**config.mk**
```make
export PLATFORM = sky130hd
export DESIGN_NAME = greedy_banknote_dispenser_unit
export DESIGN_NICKNAME = d
export VERILOG_FILES = /design/src/hw/rtl/gbd_pkg.sv /design/src/hw/rtl/gbd_divider.sv /design/src/hw/rtl/greedy_banknote_dispenser_unit.sv
export SDC_FILE = /design/constraint.sdc
export NUM_CORES = 2
export LEC_CHECK = 0
export ABC_CLOCK_PERIOD_IN_PS = 10940
export BUFFER_PORTS_ARGS = -buffer_cell sky130_fd_sc_hd__buf_4
export CAP_MARGIN = 20
export CORE_MARGIN = 2
export CORE_UTILIZATION = 55
export DETAILED_ROUTE_END_ITERATION = 8
export GPL_TIMING_DRIVEN = 0
export PLACE_DENSITY = 0.73
export SLEW_MARGIN = 20
export SYNTH_ARGS = -nofsm -noshare
export SYNTH_HDL_FRONTEND = slang
export SYNTH_HIERARCHICAL = 1
export SYNTH_SLANG_ARGS = --single-unit
```
**constraint.sdc**
```tcl
create_clock -name clock -period 10.94 [get_ports clock]
set_input_delay 0.547 -clock clock [delete_from_list [all_inputs] [get_ports clock]]
set_output_delay 0.547 -clock clock [all_outputs]
set_load 0.03 [all_outputs]
```
**src/hw/rtl/gbd_pkg.sv**
```systemverilog
// ----------------------------------------------------------------------------
// gbd_pkg
// Shared widths, codes, reset tables and types for the banknote dispenser.
// ----------------------------------------------------------------------------
package gbd_pkg;

   localparam int SLOTS       = 8;
   localparam int SLOT_W      = 3;
   localparam int AMOUNT_W    = 24;
   localparam int VALUE_W     = 12;
   localparam int COUNT_W     = 14;
   localparam int STATUS_W    = 2;
   localparam int CSR_INDEX_W = 8;
   localparam int DIV_CNT_W   = 5;

   localparam logic [STATUS_W-1:0] STATUS_OK         = 2'd0;
   localparam logic [STATUS_W-1:0] STATUS_INVALID    = 2'd1;
   localparam logic [STATUS_W-1:0] STATUS_IMPOSSIBLE = 2'd2;

   localparam logic [VALUE_W-1:0] VALUE_RESET [SLOTS] = '{
      12'd1, 12'd2, 12'd5, 12'd10, 12'd20, 12'd50, 12'd250, 12'd450
   };

   localparam logic [31:0] STOCK_RESET [SLOTS] = '{
      32'd12800, 32'd6400, 32'd3200, 32'd1600, 32'd800, 32'd400, 32'd200, 32'd100
   };

   typedef struct packed {
      logic busy;
      logic done;
   } div_status_type;

endpackage

```
**src/hw/rtl/gbd_divider.sv**
```systemverilog
// ----------------------------------------------------------------------------
// gbd_divider
// Restoring divider, amount by note value, one quotient bit per cycle.
// ----------------------------------------------------------------------------
module gbd_divider
   import gbd_pkg::*;
(
   input  logic                clock,
   input  logic                reset,
   input  logic                start,
   input  logic [AMOUNT_W-1:0] dividend,
   input  logic [VALUE_W-1:0]  divisor,
   output logic [AMOUNT_W-1:0] quotient,
   output div_status_type      sts
);

   logic                 busy_ff, busy_in;
   logic                 done_ff, done_in;
   logic [DIV_CNT_W-1:0] cnt_ff, cnt_in;
   logic [AMOUNT_W-1:0]  quo_ff, quo_in;
   logic [VALUE_W-1:0]   rem_ff, rem_in;
   logic [VALUE_W-1:0]   div_ff, div_in;
   logic [VALUE_W:0]     shifted;
   logic [VALUE_W:0]     diff;
   logic                 fits;

   assign shifted = {rem_ff, quo_ff[AMOUNT_W-1]};
   assign fits    = shifted >= {1'b0, div_ff};
   assign diff    = shifted - {1'b0, div_ff};

   always_comb begin
      busy_in = busy_ff;
      done_in = 1'b0;
      cnt_in  = cnt_ff;
      quo_in  = quo_ff;
      rem_in  = rem_ff;
      div_in  = div_ff;
      if (start) begin
         busy_in = 1'b1;
         cnt_in  = DIV_CNT_W'(AMOUNT_W);
         quo_in  = dividend;
         rem_in  = '0;
         div_in  = divisor;
      end else if (busy_ff) begin
         quo_in = {quo_ff[AMOUNT_W-2:0], fits};
         rem_in = fits ? diff[VALUE_W-1:0] : shifted[VALUE_W-1:0];
         cnt_in = cnt_ff - 1'b1;
         if (cnt_ff == DIV_CNT_W'(1)) begin
            busy_in = 1'b0;
            done_in = 1'b1;
         end
      end
   end

   always_ff @(posedge clock) begin
      if (reset) begin
         busy_ff <= 1'b0;
         done_ff <= 1'b0;
         cnt_ff  <= '0;
      end else begin
         busy_ff <= busy_in;
         done_ff <= done_in;
         cnt_ff  <= cnt_in;
      end
      quo_ff <= quo_in;
      rem_ff <= rem_in;
      div_ff <= div_in;
   end

   assign quotient = quo_ff;
   assign sts.busy = busy_ff;
   assign sts.done = done_ff;

endmodule

```
**src/hw/rtl/greedy_banknote_dispenser_unit.sv**
```systemverilog
// ----------------------------------------------------------------------------
// greedy_banknote_dispenser_unit
// Greedy note breakdown of a requested amount with per-denomination stock.
// ----------------------------------------------------------------------------
// Usage:
//   req channel: tdata = amount, tuser = commit. One request item at a time.
//   rsp channel: tuser = status, tdata = eight note counts. One item per
//     request.
//   csr channel: writes note values (index 0..7); always ready, write only
//     while no request is in flight. Other indexes are dropped.
// Sequence: a zero amount goes straight to the result. Otherwise each used
//   denomination runs a divide on the one-bit-per-cycle divider, then a
//   multiply and a subtract; a zero note value is skipped without a divide.
// Flow: req_tready is high only when the sequencer is idle, which it
//   enters as the previous result is loaded. A new request may be taken
//   while the previous result still waits on rsp.
// Reset: note values and stock return to their defaults, no result pending.
// Stall: a finished result holds in the sequencer until the output register
//   is free; a committed OK result deducts stock when it is loaded.
// ----------------------------------------------------------------------------
module greedy_banknote_dispenser_unit
   import gbd_pkg::*;
#(
   parameter int NUM_DENOMS  = 8,
   parameter int STOCK_WIDTH = 14
)
(
   input  logic                     clock,
   input  logic                     reset,
   // request
   input  logic                     req_tvalid,
   output logic                     req_tready,
   input  logic [AMOUNT_W-1:0]      req_tdata,   // [23:0] amount
   input  logic                     req_tuser,   // [0] commit
   // result
   output logic                     rsp_tvalid,
   input  logic                     rsp_tready,
   output logic [SLOTS*COUNT_W-1:0] rsp_tdata,   // count_0 [13:0] .. count_7 [111:98]
   output logic [STATUS_W-1:0]      rsp_tuser,   // [1:0] status
   // configuration
   input  logic                     csr_valid,
   output logic                     csr_ready,
   input  logic [CSR_INDEX_W-1:0]   csr_index,
   input  logic [VALUE_W-1:0]       csr_wdata
);

   localparam int CMP_W   = (STOCK_WIDTH > AMOUNT_W) ? STOCK_WIDTH : AMOUNT_W;
   localparam int GIVEN_W = (STOCK_WIDTH > COUNT_W) ? STOCK_WIDTH : COUNT_W;
   localparam logic [SLOT_W-1:0] TOP_IDX = SLOT_W'(NUM_DENOMS - 1);

   localparam logic [2:0] ST_IDLE   = 3'd0;
   localparam logic [2:0] ST_SETUP  = 3'd1;
   localparam logic [2:0] ST_DIV    = 3'd2;
   localparam logic [2:0] ST_MUL    = 3'd3;
   localparam logic [2:0] ST_SUB    = 3'd4;
   localparam logic [2:0] ST_EVAL   = 3'd5;
   localparam logic [2:0] ST_FINISH = 3'd6;

   logic [2:0]                 state_ff, state_in;
   logic [SLOT_W-1:0]          idx_ff, idx_in;
   logic [AMOUNT_W-1:0]        rest_ff, rest_in;
   logic                       commit_ff, commit_in;
   logic [STATUS_W-1:0]        status_ff, status_in;
   logic [AMOUNT_W-1:0]        take_ff, take_in;
   logic [AMOUNT_W-1:0]        prod_ff, prod_in;
   logic [GIVEN_W-1:0]         given_ff [SLOTS];
   logic [GIVEN_W-1:0]         given_in [SLOTS];
   logic [STOCK_WIDTH-1:0]     stock_ff [SLOTS];
   logic [STOCK_WIDTH-1:0]     stock_in [SLOTS];
   logic [VALUE_W-1:0]         value_ff [SLOTS];
   logic                       rsp_valid_ff, rsp_valid_in;
   logic [SLOTS*COUNT_W-1:0]   rsp_data_ff, rsp_data_in;
   logic [STATUS_W-1:0]        rsp_user_ff, rsp_user_in;

   logic                       div_start;
   logic [AMOUNT_W-1:0]        div_quo;
   div_status_type             div_sts;
   logic [CMP_W-1:0]           quo_wide;
   logic [CMP_W-1:0]           stock_wide;
   logic [CMP_W-1:0]           take_wide;
   logic [AMOUNT_W+VALUE_W-1:0] prod_full;
   logic                       out_free;

   gbd_divider u_div (
      .clock    (clock),
      .reset    (reset),
      .start    (div_start),
      .dividend (rest_ff),
      .divisor  (value_ff[idx_ff]),
      .quotient (div_quo),
      .sts      (div_sts)
   );

   assign quo_wide   = CMP_W'(div_quo);
   assign stock_wide = CMP_W'(stock_ff[idx_ff]);
   assign take_wide  = (quo_wide > stock_wide) ? stock_wide : quo_wide;
   assign prod_full  = take_ff * value_ff[idx_ff];
   assign out_free   = !rsp_valid_ff || rsp_tready;

   assign req_tready = (state_ff == ST_IDLE);
   assign csr_ready  = 1'b1;
   assign rsp_tvalid = rsp_valid_ff;
   assign rsp_tdata  = rsp_data_ff;
   assign rsp_tuser  = rsp_user_ff;

   always_comb begin
      state_in     = state_ff;
      idx_in       = idx_ff;
      rest_in      = rest_ff;
      commit_in    = commit_ff;
      status_in    = status_ff;
      take_in      = take_ff;
      prod_in      = prod_ff;
      given_in     = given_ff;
      stock_in     = stock_ff;
      rsp_valid_in = rsp_valid_ff && !rsp_tready;
      rsp_data_in  = rsp_data_ff;
      rsp_user_in  = rsp_user_ff;
      div_start    = 1'b0;

      unique case (state_ff)
         ST_IDLE: begin
            if (req_tvalid) begin
               rest_in   = req_tdata;
               commit_in = req_tuser;
               idx_in    = TOP_IDX;
               for (int i = 0; i < SLOTS; i++) given_in[i] = '0;
               if (req_tdata == '0) begin
                  status_in = STATUS_INVALID;
                  state_in  = ST_FINISH;
               end else begin
                  state_in = ST_SETUP;
               end
            end
         end
         ST_SETUP: begin
            // a zero note value gives no notes
            if (value_ff[idx_ff] == '0) begin
               if (idx_ff == '0) begin
                  state_in = ST_EVAL;
               end else begin
                  idx_in = idx_ff - 1'b1;
               end
            end else begin
               div_start = 1'b1;
               state_in  = ST_DIV;
            end
         end
         ST_DIV: begin
            if (div_sts.done) begin
               take_in          = AMOUNT_W'(take_wide);
               given_in[idx_ff] = GIVEN_W'(take_wide);
               state_in         = ST_MUL;
            end
         end
         ST_MUL: begin
            // product never exceeds the remaining amount
            prod_in  = prod_full[AMOUNT_W-1:0];
            state_in = ST_SUB;
         end
         ST_SUB: begin
            rest_in = rest_ff - prod_ff;
            if (idx_ff == '0) begin
               state_in = ST_EVAL;
            end else begin
               idx_in   = idx_ff - 1'b1;
               state_in = ST_SETUP;
            end
         end
         ST_EVAL: begin
            status_in = (rest_ff != '0) ? STATUS_IMPOSSIBLE : STATUS_OK;
            state_in  = ST_FINISH;
         end
         ST_FINISH: begin
            if (out_free) begin
               rsp_valid_in = 1'b1;
               rsp_user_in  = status_ff;
               for (int i = 0; i < SLOTS; i++) begin
                  rsp_data_in[i*COUNT_W +: COUNT_W] =
                     (status_ff == STATUS_OK) ? given_ff[i][COUNT_W-1:0] : '0;
               end
               if (status_ff == STATUS_OK && commit_ff) begin
                  for (int i = 0; i < SLOTS; i++) begin
                     stock_in[i] = stock_ff[i] - STOCK_WIDTH'(given_ff[i]);
                  end
               end
               state_in = ST_IDLE;
            end
         end
         default: begin
            state_in = ST_IDLE;
         end
      endcase
   end

   always_ff @(posedge clock) begin
      if (reset) begin
         state_ff     <= ST_IDLE;
         rsp_valid_ff <= 1'b0;
         for (int i = 0; i < SLOTS; i++) begin
            stock_ff[i] <= STOCK_RESET[i][STOCK_WIDTH-1:0];
            value_ff[i] <= VALUE_RESET[i];
         end
      end else begin
         state_ff     <= state_in;
         rsp_valid_ff <= rsp_valid_in;
         stock_ff     <= stock_in;
         if (csr_valid && csr_index < CSR_INDEX_W'(SLOTS)) begin
            value_ff[csr_index[SLOT_W-1:0]] <= csr_wdata;
         end
      end
      idx_ff      <= idx_in;
      rest_ff     <= rest_in;
      commit_ff   <= commit_in;
      status_ff   <= status_in;
      take_ff     <= take_in;
      prod_ff     <= prod_in;
      given_ff    <= given_in;
      rsp_data_ff <= rsp_data_in;
      rsp_user_ff <= rsp_user_in;
   end

   // divider runs only while the sequencer waits on it
   a_div_owned: assert property (@(posedge clock) disable iff (reset)
      div_sts.busy |-> state_ff == ST_DIV)
      else $error("divider busy outside divide state");

   // failed or invalid requests carry no notes
   a_fail_zero: assert property (@(posedge clock) disable iff (reset)
      (rsp_valid_ff && rsp_user_ff != STATUS_OK) |-> rsp_data_ff == '0)
      else $error("nonzero counts on failed request");

   // stock of the top denomination only ever goes down
   a_stock_down: assert property (@(posedge clock) disable iff (reset)
      !reset |=> stock_ff[TOP_IDX] <= $past(stock_ff[TOP_IDX]))
      else $error("stock increased");

   // a result is loaded only into a free output register
   a_no_overrun: assert property (@(posedge clock) disable iff (reset)
      (state_ff == ST_FINISH && rsp_valid_ff && !rsp_tready) |=> state_ff == ST_FINISH)
      else $error("result overran pending output");

endmodule
```
==> impl_metrics.json <==
{
  "post-cts-setup-buffer-count": 0,
  "clk_latency_ns": 0.66,
  "via_per_inst": 6.072,
  "dieWidth_um": 260.8,
  "dpl.cell_count": 4552,
  "die_h_um": 260.8,
  "slowest_delay_ns": 0.57,
  "end_kind": "flop",
  "clk_root_buffer_cell": "clkbuf_16",
  "placed_area_sq_um": 39260,
  "io_buffers": 165,
  "mostFrequentLayoutCells": "edfxtp_1 (436), inv_1 (383), nand2_1 (367)",
  "clk_pin_slew_ns": 0.06,
  "htree_levels": 2,
  "tightest_slew_ns": 1.262,
  "drt-initial-drc-count": 3344,
  "hold_violations": 0,
  "antenna_found_initial": 2,
  "maxCapViolCount": 0,
  "stdcell_count": 4664,
  "critPathKind": "reg2reg",
  "relSlewSlack_pct": 15.24,
  "initial_utilization_pct": 55.37,
  "grt_usage_pct": 32.23,
  "hold_buffers": 0,
  "fmax_mhz": 129.0,
  "synth_area_per_cell_sq_um": 10.40,
  "status": "finished, final reports clean",
  "cp_slowest_cell": "fa_1",
  "nFillCells": 5219,
  "dp_hpwl_um": 82560,
  "slew_viol_final": 0,
  "fin_worst_skew_ns": 0.05381,
  "hold_class": "in2reg",
  "max-clock-path-buffers": 3,
  "cts_tree": "done",
  "num-nets-final": 4166,
  "layout_commonest_cell": "edfxtp_1",
  "num_vias": 28320,
  "syn_inst": 3487,
  "ctsResizeCount": 0,
  "grt_pass1_vias": 27250,
  "yosys_warnings": 6,
  "crit_path_frequent_cell": "inv_1",
  "min_period_ns": 7.750,
  "cp.arrival_ns": 8.09,
  "cts.sinks": 574,
  "post-route-period-util_pct": 70.84,
  "design.core.area_sq_um": 65510,
  "rsz0062_at_grt": "no",
  "wl_per_cell_um": 23.53,
  "design_area_sq_um": 41210,
  "cp.required_ns": 11.28,
  "syn2layout_area_growth_pct": 13.60,
  "insertedDiodeCount": 0,
  "detail-route-antenna-nets": 0,
  "cts_made_buffers": 59,
  "pin_count": 167,
  "gp_congestion": 0.9985,
  "final_util_pct": 62.91,
  "die_area_sq_um": 68020,
  "finalSetupViolCount": 0,
  "grt_overflow": 0,
  "first_pass_iters": 8,
  "drc": 0,
  "cp-start-kind": "flop",
  "cp_max_fo": 10,
  "synth_area_sq_um": 36270,
  "drive_above_1_share_pct": 11.03,
  "rows": 94,
  "grt_pass1_wl_um": 163800,
  "grt_max_degree": 30,
  "routed_wirelength_um": 109700
}
[path summary, 6_finish.rpt]
| path | startpoint | to | slack [ns] | cells after the start |
|---|---|---|---|---|
| min reg2reg | status_ff[0] | rsp_tuser[0] | 0.47 | 0 |
| max | flop | prod_ff[23] | 3.19 | 26 |
| min | req_tuser | commit_ff | 0.12 | 1 |
| max reg2reg | flop | prod_ff[23] | 3.19 | 26 |
[state kept, by name (all words and copies together), names as in the netlist, named ones only]
register / flops
rest_ff: 24
status_ff: 2
state_ff: 3
u_div/quotient: 24
prod_ff: 24
u_div/busy_ff: 1
u_div/done_ff: 1
stock_ff: 112
idx_ff: 3
u_div/div_ff: 12
value_ff: 96
rsp_tvalid: 1
take_ff: 24
rsp_tdata: 112
u_div/cnt_ff: 5
u_div/rem_ff: 12
rsp_tuser: 2
given_ff: 112
commit_ff: 1
[through the flow]
| step | setup WS, ns | TNS (ns) | hold slack [ns] |
|---|---|---|---|
| 3_3_place_gp | -3.156 | -516.47 | 0.4290 |
| 5_1_grt | 2.767 | 0 | 0.09614 |
| 4_1_cts | 3.256 | 0 | 0.09134 |
| 2_1_floorplan | 1.399 | 0 | 0.4244 |
| 6_report | 3.190 | 0 | 0.1213 |
| 3_5_place_dp | 3.314 | 0 | 0.4496 |
[layer usage]
| metal | part of all wire (%) | vias up | GRT usage, % |
|---|---|---|---|
| li1 | - | 12820 | - |
| met1 | 42 | 13870 | 46.33 |
| met2 | 44 | 1405 | 49.43 |
| met3 | 10 | 222 | 6.391 |
| met4 | 3.3 | 2 | 9.889 |
| met5 | 0.011 | - | 0 |
[worst max-delay path: cells and delay by family, from the launching register on]
family | cells | cell delay, ns
muxes | 2 | 0.43
DFF | 1 | 0.31
xor gates and xnor gates | 1 | 0.12
AOI/OAI and AO/OA | 5 | 1.53
buffers and inverters | 9 | 1.98
adders and majority gates | 6 | 2.59
and+or+nand+nor | 3 | 0.47
[final cells by class]
class / instances / area, sq um / area share [%]
clock inverters: 47 / 436.7 / 1.060
multi-input cells: 2350 / 18420 / 44.71
plain buffers: 186 / 752.0 / 1.825
well taps: 864 / 1081 / 2.623
repair buffers: 192 / 1703 / 4.132
clock buffers: 65 / 1509 / 3.662
inverters: 386 / 1449 / 3.516
flip-flops and latches: 574 / 15860 / 38.47
Power is not shown: default switching activity piles up to over one toggle a cycle in this logic, so the estimate is an artifact.
